### config.mk
export PLATFORM = sky130hd
export DESIGN_NAME = rle_decimal_encoder_core
export DESIGN_NICKNAME = d
export VERILOG_FILES = /design/src/hw/rtl/rlede_pkg.sv /design/src/hw/rtl/rle_decimal_encoder_core.sv /design/src/hw/rtl/rlede_front.sv /design/src/hw/rtl/rlede_queue.sv /design/src/hw/rtl/rlede_conv.sv /design/src/hw/rtl/rlede_emit.sv
export SDC_FILE = /design/constraint.sdc
export NUM_CORES = 1
export LEC_CHECK = 0
export ABC_CLOCK_PERIOD_IN_PS = 10400
export BUFFER_PORTS_ARGS = -buffer_cell sky130_fd_sc_hd__buf_2
export CORE_ASPECT_RATIO = 1.75
export CORE_MARGIN = 2
export CORE_UTILIZATION = 44
export CTS_BUF_LIST = sky130_fd_sc_hd__clkbuf_8
export DETAILED_ROUTE_END_ITERATION = 16
export HOLD_SLACK_MARGIN = 0.15
export PLACE_DENSITY = 0.67
export SETUP_SLACK_MARGIN = 0.1
export SYNTH_ARGS = -nofsm -noshare
export SYNTH_HDL_FRONTEND = slang
export SYNTH_SLANG_ARGS = --single-unit
### constraint.sdc
create_clock -name clk -period 10.4 [get_ports clk]
set_input_delay 1.56 -clock clk [delete_from_list [all_inputs] [get_ports clk]]
set_output_delay 1.56 -clock clk [all_outputs]
set_load 0.02 [all_outputs]
### src/hw/rtl/rlede_pkg.sv
// Shared types and constants of the run-length decimal encoder.
package rlede_pkg;

    localparam int MAX_RUN_DEF = 65535;
    localparam int BYTE_W      = 8;
    localparam int CNT_W       = 16;
    localparam int NDIG        = 5;
    localparam int NDIG_W      = 3;
    localparam int QDEPTH      = 4;
    localparam int QPTR_W      = $clog2(QDEPTH);
    localparam int QCNT_W      = $clog2(QDEPTH + 1);

    // floor(x / 10) == (x * RECIP10) >> RECIP_SHIFT for every 16-bit x
    localparam logic [CNT_W-1:0] RECIP10     = 16'd52429;
    localparam int               RECIP_SHIFT = 19;

    localparam logic [3:0] ASCII_DIGIT_HI = 4'h3;

    typedef logic [3:0] digit_t;

    typedef struct packed {
        logic [CNT_W-1:0]  count;
        logic [BYTE_W-1:0] value;
        logic              burst_end;
        logic              stream_end;
    } cmd_t;

    typedef struct packed {
        logic [1:0] n;
        cmd_t       c0;
        cmd_t       c1;
    } push_t;

    typedef struct packed {
        digit_t [NDIG-1:0]  dig;
        logic [NDIG_W-1:0]  nd;
        logic [BYTE_W-1:0]  value;
        logic               burst_end;
        logic               stream_end;
    } burst_t;

endpackage

### src/hw/rtl/rle_decimal_encoder_core.sv
// Top level of the run-length encoder with ASCII decimal counts.
// Input channel: one raw byte per beat (data_byte), final_byte marks the end
// of a stream. A beat is taken when in_valid is high and in_stall is low.
// Output channel: one encoded byte per beat on out_byte; a run comes out as
// its length in decimal digits, high digit first, then the run byte.
// burst_end marks the last byte caused by an input beat, stream_end the
// last byte of the stream. A run reaching MAX_RUN is sent and restarted.
// Path: the beat that closes a run writes the command queue, the converter
// pops it, then the output register loads its digits and run byte; the
// digit loop in the converter makes one digit per cycle.
// Throughput: the output port sends one byte per cycle unless out_stall is
// high. Input beats that extend a run are taken every cycle unless in_stall
// is high; when every byte differs, the output port sets the pace. The
// four-entry queue holds in_stall high while fewer than two entries are free.
// Reset clears the run and empties the queue and output register.
// While out_stall is high the shown byte holds and the queue fills;
// then in_stall rises.
module rle_decimal_encoder_core #(
    parameter int MAX_RUN = rlede_pkg::MAX_RUN_DEF
) (
    input  logic                         clk,
    input  logic                         rst_n,
    input  logic                         in_valid,
    output logic                         in_stall,
    input  logic [rlede_pkg::BYTE_W-1:0] data_byte,
    input  logic                         final_byte,
    output logic                         out_valid,
    input  logic                         out_stall,
    output logic [rlede_pkg::BYTE_W-1:0] out_byte,
    output logic                         burst_end,
    output logic                         stream_end
);

    rlede_pkg::push_t  push;
    rlede_pkg::cmd_t   q_head;
    rlede_pkg::burst_t bst;
    logic              accept;
    logic              q_valid;
    logic              pop;
    logic              bst_valid;
    logic              em_free;

    assign accept = in_valid && !in_stall;

    rlede_front #(
        .MAX_RUN (MAX_RUN)
    ) u_front (
        .clk        (clk),
        .rst_n      (rst_n),
        .accept     (accept),
        .data_byte  (data_byte),
        .final_byte (final_byte),
        .push       (push)
    );

    rlede_queue u_queue (
        .clk         (clk),
        .rst_n       (rst_n),
        .push        (push),
        .pop         (pop),
        .q_valid     (q_valid),
        .q_head      (q_head),
        .almost_full (in_stall)
    );

    rlede_conv u_conv (
        .clk       (clk),
        .rst_n     (rst_n),
        .q_valid   (q_valid),
        .q_head    (q_head),
        .pop       (pop),
        .em_free   (em_free),
        .bst_valid (bst_valid),
        .bst       (bst)
    );

    rlede_emit u_emit (
        .clk        (clk),
        .rst_n      (rst_n),
        .bst_valid  (bst_valid),
        .bst        (bst),
        .em_free    (em_free),
        .out_stall  (out_stall),
        .out_valid  (out_valid),
        .out_byte   (out_byte),
        .burst_end  (burst_end),
        .stream_end (stream_end)
    );

endmodule

### src/hw/rtl/rlede_front.sv
// Front end: run tracking and classification of input beats into emit commands.
module rlede_front #(
    parameter int MAX_RUN = rlede_pkg::MAX_RUN_DEF
) (
    input  logic                          clk,
    input  logic                          rst_n,
    input  logic                          accept,
    input  logic [rlede_pkg::BYTE_W-1:0]  data_byte,
    input  logic                          final_byte,
    output rlede_pkg::push_t              push
);

    logic [rlede_pkg::BYTE_W-1:0] run_value_reg, run_value_next;
    logic [rlede_pkg::CNT_W-1:0]  run_count_reg, run_count_next;
    logic                         run_open_reg, run_open_next;
    logic [rlede_pkg::CNT_W:0]    cnt_inc;
    logic                         match;
    logic                         sat;
    logic                         one_sat;
    logic                         flush_new;
    rlede_pkg::cmd_t              new_cmd;

    assign cnt_inc = {1'b0, run_count_reg} + 17'd1;
    assign match   = run_open_reg && (data_byte == run_value_reg);
    assign sat     = cnt_inc >= 17'(MAX_RUN);
    assign one_sat = 17'd1 >= 17'(MAX_RUN);
    assign flush_new = final_byte || one_sat;

    always_comb
    begin
        new_cmd.count      = 16'd1;
        new_cmd.value      = data_byte;
        new_cmd.burst_end  = 1'b1;
        new_cmd.stream_end = final_byte;
    end

    always_comb
    begin
        run_value_next = run_value_reg;
        run_count_next = run_count_reg;
        run_open_next  = run_open_reg;
        push           = '0;
        if (accept)
        begin
            if (match)
            begin
                if (sat || final_byte)
                begin
                    push.n               = 2'd1;
                    push.c0.count        = cnt_inc[rlede_pkg::CNT_W-1:0];
                    push.c0.value        = run_value_reg;
                    push.c0.burst_end    = 1'b1;
                    push.c0.stream_end   = final_byte;
                    run_open_next        = 1'b0;
                    run_count_next       = '0;
                end
                else
                begin
                    run_count_next = cnt_inc[rlede_pkg::CNT_W-1:0];
                end
            end
            else
            begin
                if (run_open_reg)
                begin
                    push.n             = 2'd1;
                    push.c0.count      = run_count_reg;
                    push.c0.value      = run_value_reg;
                    push.c0.burst_end  = !flush_new;
                    push.c0.stream_end = 1'b0;
                end
                run_value_next = data_byte;
                run_count_next = 16'd1;
                run_open_next  = 1'b1;
                if (flush_new)
                begin
                    if (run_open_reg)
                    begin
                        push.c1 = new_cmd;
                        push.n  = 2'd2;
                    end
                    else
                    begin
                        push.c0 = new_cmd;
                        push.n  = 2'd1;
                    end
                    run_open_next  = 1'b0;
                    run_count_next = '0;
                end
            end
            if (final_byte)
            begin
                run_open_next  = 1'b0;
                run_count_next = '0;
            end
        end
    end

    always_ff @(posedge clk or negedge rst_n)
    begin
        if (!rst_n)
        begin
            run_value_reg <= '0;
            run_count_reg <= '0;
            run_open_reg  <= 1'b0;
        end
        else
        begin
            run_value_reg <= run_value_next;
            run_count_reg <= run_count_next;
            run_open_reg  <= run_open_next;
        end
    end

endmodule

### src/hw/rtl/rlede_queue.sv
// Command queue between front and back: up to two writes and one read per cycle.
module rlede_queue (
    input  logic             clk,
    input  logic             rst_n,
    input  rlede_pkg::push_t push,
    input  logic             pop,
    output logic             q_valid,
    output rlede_pkg::cmd_t  q_head,
    output logic             almost_full
);

    rlede_pkg::cmd_t                  mem_reg [rlede_pkg::QDEPTH];
    logic [rlede_pkg::QPTR_W-1:0]     wr_ptr_reg, wr_ptr_next;
    logic [rlede_pkg::QPTR_W-1:0]     rd_ptr_reg, rd_ptr_next;
    logic [rlede_pkg::QCNT_W-1:0]     cnt_reg, cnt_next;
    logic [rlede_pkg::QPTR_W-1:0]     wr_ptr_inc;

    assign wr_ptr_inc  = wr_ptr_reg + 1'b1;
    assign q_valid     = cnt_reg != '0;
    assign q_head      = mem_reg[rd_ptr_reg];
    assign almost_full = cnt_reg > rlede_pkg::QCNT_W'(rlede_pkg::QDEPTH - 2);

    assign wr_ptr_next = wr_ptr_reg + rlede_pkg::QPTR_W'(push.n);
    assign rd_ptr_next = rd_ptr_reg + rlede_pkg::QPTR_W'(pop);
    assign cnt_next    = cnt_reg + rlede_pkg::QCNT_W'(push.n) - rlede_pkg::QCNT_W'(pop);

    always_ff @(posedge clk)
    begin
        if (push.n != 2'd0)
        begin
            mem_reg[wr_ptr_reg] <= push.c0;
        end
        if (push.n == 2'd2)
        begin
            mem_reg[wr_ptr_inc] <= push.c1;
        end
    end

    always_ff @(posedge clk or negedge rst_n)
    begin
        if (!rst_n)
        begin
            wr_ptr_reg <= '0;
            rd_ptr_reg <= '0;
            cnt_reg    <= '0;
        end
        else
        begin
            wr_ptr_reg <= wr_ptr_next;
            rd_ptr_reg <= rd_ptr_next;
            cnt_reg    <= cnt_next;
        end
    end

endmodule

### src/hw/rtl/rlede_conv.sv
// Back end, first half: binary count to decimal digits, one digit per cycle.
module rlede_conv (
    input  logic              clk,
    input  logic              rst_n,
    input  logic              q_valid,
    input  rlede_pkg::cmd_t   q_head,
    output logic              pop,
    input  logic              em_free,
    output logic              bst_valid,
    output rlede_pkg::burst_t bst
);

    logic                                 busy_reg;
    logic                                 done_reg;
    logic [rlede_pkg::NDIG_W-1:0]         nd_reg;
    logic [rlede_pkg::CNT_W-1:0]          rem_reg;
    rlede_pkg::digit_t [rlede_pkg::NDIG-1:0] dig_reg;
    logic [rlede_pkg::BYTE_W-1:0]         value_reg;
    logic                                 be_reg;
    logic                                 se_reg;
    logic [2*rlede_pkg::CNT_W-1:0]        prod;
    logic [rlede_pkg::CNT_W-1:0]          quot;
    logic [rlede_pkg::CNT_W-1:0]          quot10;
    rlede_pkg::digit_t                    digit;
    logic                                 step;
    logic                                 take;

    assign prod   = 32'(rem_reg) * 32'(rlede_pkg::RECIP10);
    assign quot   = 16'(prod >> rlede_pkg::RECIP_SHIFT);
    assign quot10 = {quot[12:0], 3'b000} + {quot[14:0], 1'b0};
    assign digit  = 4'(rem_reg - quot10);

    assign step      = busy_reg && !done_reg;
    assign bst_valid = done_reg;
    assign take      = done_reg && em_free;
    assign pop       = q_valid && (!busy_reg || take);

    assign bst.dig        = dig_reg;
    assign bst.nd         = nd_reg;
    assign bst.value      = value_reg;
    assign bst.burst_end  = be_reg;
    assign bst.stream_end = se_reg;

    always_ff @(posedge clk or negedge rst_n)
    begin
        if (!rst_n)
        begin
            busy_reg <= 1'b0;
            done_reg <= 1'b0;
            nd_reg   <= '0;
        end
        else if (pop)
        begin
            busy_reg <= 1'b1;
            done_reg <= 1'b0;
            nd_reg   <= '0;
        end
        else if (take)
        begin
            busy_reg <= 1'b0;
            done_reg <= 1'b0;
        end
        else if (step)
        begin
            nd_reg   <= nd_reg + 1'b1;
            done_reg <= quot == '0;
        end
    end

    always_ff @(posedge clk)
    begin
        if (pop)
        begin
            rem_reg   <= (q_head.count == '0) ? 16'd1 : q_head.count;
            value_reg <= q_head.value;
            be_reg    <= q_head.burst_end;
            se_reg    <= q_head.stream_end;
        end
        else if (step)
        begin
            rem_reg <= quot;
        end
        for (int i = 0; i < rlede_pkg::NDIG; i++)
        begin
            if (step && nd_reg == rlede_pkg::NDIG_W'(i))
            begin
                dig_reg[i] <= digit;
            end
        end
    end

endmodule

### src/hw/rtl/rlede_emit.sv
// Back end, second half: output register that sends digits high first, then the run byte.
module rlede_emit (
    input  logic                         clk,
    input  logic                         rst_n,
    input  logic                         bst_valid,
    input  rlede_pkg::burst_t            bst,
    output logic                         em_free,
    input  logic                         out_stall,
    output logic                         out_valid,
    output logic [rlede_pkg::BYTE_W-1:0] out_byte,
    output logic                         burst_end,
    output logic                         stream_end
);

    logic                                    valid_reg;
    logic [rlede_pkg::NDIG_W-1:0]            idx_reg;
    logic [rlede_pkg::NDIG_W-1:0]            idx_m1;
    rlede_pkg::digit_t [rlede_pkg::NDIG-1:0] dig_reg;
    logic [rlede_pkg::BYTE_W-1:0]            value_reg;
    logic                                    be_reg;
    logic                                    se_reg;
    logic                                    last;
    logic                                    beat;
    logic                                    load;

    assign last    = idx_reg == '0;
    assign beat    = valid_reg && !out_stall;
    assign em_free = !valid_reg || (last && !out_stall);
    assign load    = bst_valid && em_free;
    assign idx_m1  = idx_reg - 1'b1;

    assign out_valid  = valid_reg;
    assign out_byte   = last ? value_reg : {rlede_pkg::ASCII_DIGIT_HI, dig_reg[idx_m1]};
    assign burst_end  = last && be_reg;
    assign stream_end = last && se_reg;

    always_ff @(posedge clk or negedge rst_n)
    begin
        if (!rst_n)
        begin
            valid_reg <= 1'b0;
            idx_reg   <= '0;
        end
        else if (load)
        begin
            valid_reg <= 1'b1;
            idx_reg   <= bst.nd;
        end
        else if (beat)
        begin
            if (last)
            begin
                valid_reg <= 1'b0;
            end
            else
            begin
                idx_reg <= idx_m1;
            end
        end
    end

    always_ff @(posedge clk)
    begin
        if (load)
        begin
            dig_reg   <= bst.dig;
            value_reg <= bst.value;
            be_reg    <= bst.burst_end;
            se_reg    <= bst.stream_end;
        end
    end

endmodule

* Word level (Yosys, flattened, before mapping)
Memory sizes are Yosys's and may differ from the RTL's.
Index checks and enable logic that the tools add are counted.
** Word-level totals
- Register bits :: 117
- Bits in writable memories :: 104
- Output and inout bits :: 12
- Memories :: 1
** Cells by class
- Add/subtract/negate cells :: 10
- Multiply operators :: 1
- Magnitude comparators :: 3
- Equal/unequal tests :: 9
- Mux-type cells :: 39
- Bitwise gates (word level) :: 1
- Reduce and logical (&&, ||, !) cells :: 39
** Memories
- u_queue.mem_reg :: depth 4, width 26, read ports 1, clocked after Yosys merged registers in 0, write ports 2, RTL line rlede_queue.sv:12 : rlede_pkg::cmd_t mem_reg [rlede_pkg::QDEPTH];
** Operators by type and width (number)
- 54-bit 2-to-1 mux :: 2
- 16-bit 2-to-1 mux :: 6
- 27-bit 2-to-1 mux :: 2
- 26-bit 2-to-1 mux :: 2
- 16-bit zero test :: 2
- 16-bit by 16-bit multiplier with 32-bit output, second input constant :: 1
- 28-bit 2-to-1 mux :: 1
- 3-bit 2-to-1 mux :: 6
- 16-bit by 1-bit adder with 17-bit output, second input constant :: 1
- 17-bit by 16-bit greater-or-equal comparator with 1-bit output, second input constant :: 1
- 1-bit 2-to-1 mux :: 15
- 1-bit logical AND :: 14
- 4-bit binary-select mux with 3-bit select :: 1
- 11-bit 2-to-1 mux :: 1
- 2-bit AND reduction :: 5
- 2-bit nonzero test :: 5
- 8-bit == test :: 1
- 8-bit 2-to-1 mux :: 1
- 3-bit by 2-bit == test with 1-bit output, second input constant :: 2
- 1-bit zero test :: 6
- 3-bit zero test :: 2
- 3-bit nonzero test :: 2
- 4-bit adder :: 1
- 3-bit by 4-bit less-than comparator with 1-bit output, second input constant :: 1
- 18 further kinds :: 21

* Depth between registers and ports, before layout
- Depth in word-level cells :: 9
- Gate-level depth with buffers :: 22

* By module
A second synthesis with hierarchy kept.
** Second synthesis, totals
- Cell total of the unflattened synthesis :: 1369
- Area, all modules :: 16331.9 um^2
** Modules (own cells, without submodules)
- rlede_conv :: times used 1, cells each 658, area an instance 6871.6 um^2
- rlede_queue :: times used 1, cells each 291, area an instance 5457.7 um^2
- rlede_front :: times used 1, cells each 329, area an instance 2558.7 um^2
- rlede_emit :: times used 1, cells each 90, area an instance 1430.1 um^2
- rle_decimal_encoder_core :: times used 1, cells each 1, area an instance 13.8 um^2

* Least setup slack after synthesis
OpenSTA, ideal clock, no wires.
- Path type :: register to register
- Start point :: register u_conv.rem_reg[6] in the netlist's numbering
- End point :: register u_conv.dig_reg (netlist bit u_conv.bst[16]) (data pin)
- Setup time :: 277 ps
- Data arrival time :: 5622 ps
- Required time :: 10123 ps
- Path slack :: 4501 ps
- Cell stages (with the launch flop) :: 21
- Path buffers :: 0
- Period minus slack after synthesis :: 5899 ps
- Path through :: edfxtp_1 > ha_1 > inv_1 > fa_1 > inv_1 > fa_1 > fa_1 > fa_1 > inv_1 > fa_1 > inv_1 > ha_1 > a21oi_1 > o21ai_0 > a211oi_1 > o31ai_1 > xor2_1 > ha_1 > xor2_1 > xnor2_1 > xnor2_1
** Between the ends
- Word-level cells in the longest chain between the ends :: 3
** Ends and longest elaborated chain
- start, declared :: RTL line rlede_conv.sv:16 : logic [rlede_pkg::CNT_W-1:0] rem_reg;
- start signal, assigned :: RTL line rlede_conv.sv:74 : rem_reg <= (q_head.count == '0) ? 16'd1 : q_head.count;
- start signal, assigned :: RTL line rlede_conv.sv:81 : rem_reg <= quot;
- 16-bit by 16-bit multiplier with 32-bit output :: RTL line rlede_conv.sv:28 : assign prod = 32'(rem_reg) * 32'(rlede_pkg::RECIP10);
- 4-bit adder :: RTL line rlede_conv.sv:30 : assign quot10 = {quot[12:0], 3'b000} + {quot[14:0], 1'b0};
- 4-bit subtractor :: RTL line rlede_conv.sv:31 : assign digit = 4'(rem_reg - quot10);
- via u_conv.digit[3] :: RTL line rlede_conv.sv:24 : rlede_pkg::digit_t digit;
- end signal, assigned by index :: RTL line rlede_conv.sv:87 : dig_reg[i] <= digit;
- end, declared :: RTL line rlede_conv.sv:17 : rlede_pkg::digit_t [rlede_pkg::NDIG-1:0] dig_reg;
The timed path passes the listed nets, and every way through them passes these cells.
A chain may end at the register's enable or synchronous reset.

* Worst setup path in the final report
- Start point :: register u_conv.rem_reg[3] in the netlist's numbering
- End point :: register u_conv.dig_reg (netlist bit u_conv.bst[32]) (data pin)
** Between the ends
- Word-level cells in the longest chain between the ends :: 3
** Ends and longest elaborated chain (RTL line)
- 16-bit by 16-bit multiplier with 32-bit output :: rlede_conv.sv:28
- 4-bit adder :: rlede_conv.sv:30
- 4-bit subtractor * :: rlede_conv.sv:31
- via u_conv.digit[3] :: rlede_conv.sv:24
Mark *: on every way through the listed nets, which the timed path passes. The rest lies on a longest branch.

==> impl_results.rst <==
.. list-table::
   :header-rows: 1

   * - Metric
     - Value
   * - Setup slack of the critical path after layout
     - roughly 3.4 ns
   * - Data required time of the worst path
     - 10.69 ns
   * - Count of port buffers added during placement
     - 24
   * - Final period utilization
     - 67.50%
   * - Worst R2R Setup Slack
     - ~3.4 ns
   * - Number of storage elements in the synthesis netlist
     - between 200 and 250
   * - Origin of the worst setup path
     - u_conv.rem_reg[3]$_DFFE_PP_
   * - TritonCTS clock tree
     - built
   * - Combined buffer and inverter count along the critical path
     - 4
   * - Pre-CTS setup slack
     - about 3.5 ns
   * - Routed length per instance
     - roughly 19 um
   * - Status
     - finished clean
   * - DRT iter0 DRCs
     - 650
   * - MaxCap Viol Count
     - 0
   * - Summed negative setup slack over all endpoints
     - 0 ns
   * - Crit path max fanout
     - 7
   * - Clock transition at the registers of the reported paths
     - 0.07 ns
   * - Bufs on Longest Clock Path
     - 3
   * - Most common cell after layout, fill and taps aside
     - inv_1
   * - Hold buffer count at CTS
     - 0
   * - Count of H-tree levels built during CTS
     - 2
   * - Crit path DAT
     - approximately 7.3 ns
   * - TritonCTS Buffers
     - 34
   * - Synth top area share
     - between 20% and 30%
   * - Routed via count divided by cell count
     - between 5 and 6
   * - Final Hold Viols
     - 0
   * - Number of global-route vias before repair
     - 11404
   * - Final design area excluding fillers
     - roughly 0.016 mm^2
   * - Summed instance area of the synthesized netlist
     - between 0.015 and 0.02 mm^2
   * - Kind of launch point of the worst setup path
     - flip-flop
   * - Total number of vias
     - around 11000
   * - CP cell instances
     - ha_1 > inv_1 > fa_1 > inv_1 > fa_1 > fa_1 > fa_1 > inv_1 > fa_1 > inv_1 > ha_1 > a21oi_1 > o21ai_0 > a211oi_1 > o31ai_1 > xor2_1 > ha_1 > xor2_1 > xnor2_1 > xnor2_1
   * - Cell Rows
     - 90
   * - Headroom to the max-slew limit
     - about a quarter
   * - Later-pin clock latency in the skew report
     - 0.54 ns
   * - I/O pin cnt
     - 25
   * - Post-detailed-placement cell area
     - 0.01566 mm^2
   * - Synthesized netlist cell count
     - between 1000 and 1500
   * - Crit path to
     - u_conv.bst[32]$_DFFE_PP_
   * - Type of the worst min-delay path
     - reg -> reg
   * - Cell accounting for the most synthesized area
     - edfxtp_1
   * - Number of enable flip-flop cells after synthesis
     - 120
   * - Pin count of the biggest net entering global routing
     - 42
   * - Growth of design area from synthesis to finish
     - 7.274%
   * - Share of synthesized area occupied by flip-flops and latches
     - between 30% and 40%
   * - Post-synthesis average cell area
     - between 10 and 15 um^2
   * - Largest clock skew in the final design
     - between 0.02 and 0.025 ns
   * - Max-slew violations
     - 0
   * - Post-CTS setup repair buffer count
     - 0
   * - Final setup violating endpoints
     - 0
   * - Grt total ovfl
     - 0
   * - Die W
     - 144.5 um
   * - Wire length of the first global-routing pass
     - 60.39 mm
   * - Delay of the slowest critical-path stage
     - just under 0.8 ns
   * - Area contributors post-synth
     - edfxtp_1 (24%), ha_1 (12%), fa_1 (11%)
   * - Clock net sink count
     - roughly 220
   * - Main synth FF type
     - edfxtp_1
   * - Area of the core region
     - roughly 0.034 mm^2
   * - Synth async-reset ratio
     - a little under a fifth
   * - Cell with the biggest individual delay on the critical path
     - a211oi_1
   * - Number of nets in the finished design
     - approximately 1700
   * - Most Frequent Cell on Critical Path
     - fa_1
   * - Max Fclk
     - approximately 140 MHz
   * - Total track usage
     - a little over a fifth
   * - Layout cells sized above 1
     - between 10% and 20%
   * - Post-Synthesis Net Count
     - between 1500 and 2000
   * - Buffer cell driving the clock tree root
     - clkbuf_8
   * - Worst-margin pin slew
     - between 1 and 1.5 ns
   * - Path type of the worst setup path
     - reg -> reg
   * - Pre-Repair DR Iteration Count
     - 7
   * - Type of destination of the critical path
     - flip-flop
   * - RSZ-0062 raised after global routing
     - no
   * - CP Depth
     - 20
   * - Total half-perimeter wirelength after legalization and detailed placement
     - ~29 mm
   * - Gp weighted congestion
     - 0.9518
   * - Critical path's top delay family
     - adder cells
   * - Worst slack on hold paths
     - about 0.41 ns
   * - Crit path time final
     - 7.020 ns
   * - Startpoint of the lowest-slack register-to-register path
     - u_conv.rem_reg[3]$_DFFE_PP_
   * - Height of the die
     - about 250 um
   * - Drt drc
     - 0
   * - Flip-flop count of the largest register, all copies and words added
     - 104
   * - Die area
     - roughly 0.036 mm^2
   * - Warning count from the yosys run
     - 0
   * - Post-cts resize count
     - 0
   * - Distinct cell type count after synthesis
     - 75
   * - Number of antenna violations at the first check in global routing
     - 1
   * - Starting utilization of the core area
     - ~44%
   * - Worst R2R End
     - u_conv.bst[32]$_DFFE_PP_
   * - Commonest cells after routing, fill and taps aside
     - inv_1 (226), ha_1 (151), edfxtp_1 (120)
   * - Cell depth of the worst flop-to-flop path
     - 20
   * - Routed WL
     - roughly 38 mm
   * - Antenna Violating Nets Remaining
     - 0
-- cells in the mapped netlist (11+ instances only) --
cell type	number
and2_1	12
and3_1	18
xnor2_1	24
ha_1	151
nand2_1	103
edfxtp_1	120
nor3_1	19
o21ai_0	101
a211oi_1	11
dfrtp_1	41
a22oi_1	14
nand2b_1	13
mux4_2	30
dfxtp_1	60
nor2_1	36
clkbuf_1	52
xor2_1	14
o22ai_1	26
fa_1	80
a21o_1	15
inv_1	218
o31ai_1	18
a21oi_1	41
o21ai_2	16
nand3_1	75
-- worst register-to-register path, cell delays in order (launching register included) --
cell and delay (ns):
edfxtp_1 0.53, ha_1 0.41, inv_1 0.08, fa_1 0.51
inv_1 0.06, fa_1 0.51, fa_1 0.52, fa_1 0.55
inv_1 0.05, fa_1 0.53, inv_1 0.04, ha_1 0.35
a21oi_1 0.14, o21ai_0 0.23, a211oi_1 0.78, o31ai_1 0.29
xor2_1 0.31, ha_1 0.22, xor2_1 0.22, xnor2_1 0.11
xnor2_1 0.34
-- metal layers --
| metal | wire length [um] | part of all wire [%] | GRT usage, % | vias up |
|---|---|---|---|---|
| li1 | - | - | - | 5110 |
| met1 | 13290 | 35 | 22.54 | 5244 |
| met3 | 1174 | 3.1 | 2.053 | 137 |
| met5 | 0 | 0 | 0 | - |
| met4 | 2794 | 7.4 | 13.76 | 0 |
| met2 | 20400 | 54 | 40.19 | 330 |
-- metrics by stage --
step | utilization, % | cells
finish | 47.60 | 1937
global route | 47.60 | 1937
CTS | 47.59 | 1936
detailed placement | 45.74 | 1875
global placement | 45.74 | 1875
floorplan | - | 1447
-- cell type report --
type                            instances  area, um^2
Antenna cell                            1       2.502
Clock buffer                           37       509.2
Clock inverter                         24       125.1
Fill cell                            3221       17940
Inverter                              218       818.3
Multi-Input combinational cell        938        8208
Sequential cell                       221        5831
Tap cell                              460       575.6
Timing Repair Buffer                   38       225.2
-- cell families after synthesis --
group,after synthesis,synth area share [%]
AND/OR/NAND/NOR,330,10.94
AO/OA/AOI/OAI,304,13.14
buffers and inverters,288,7.578
adder cells (fa/ha/maj),231,22.98
flip-flops,221,38.39
XOR/XNOR,38,2.191
multiplexers,35,4.786
-- worst min path at each step --
stage               slack [ns]  cells after the start                           from                       endpoint
global route              0.42                      0  u_conv.value_reg[2]$_DFFE_PP_  u_emit.value_reg[2]$_DFFE_PP_
global placement          0.40                      0        u_conv.se_reg$_DFFE_PP_        u_emit.se_reg$_DFFE_PP_
finish                    0.41                      0       u_conv.bst[19]$_DFFE_PP_    u_emit.dig_reg[6]$_DFFE_PP_
detailed placement        0.40                      0       u_conv.bst[19]$_DFFE_PP_    u_emit.dig_reg[6]$_DFFE_PP_
floorplan                 0.40                      0        u_conv.be_reg$_DFFE_PP_        u_emit.be_reg$_DFFE_PP_
CTS                       0.42                      0       u_conv.bst[19]$_DFFE_PP_    u_emit.dig_reg[6]$_DFFE_PP_
Power is not shown: default switching activity piles up to over one toggle a cycle in this logic, so the estimate is an artifact.
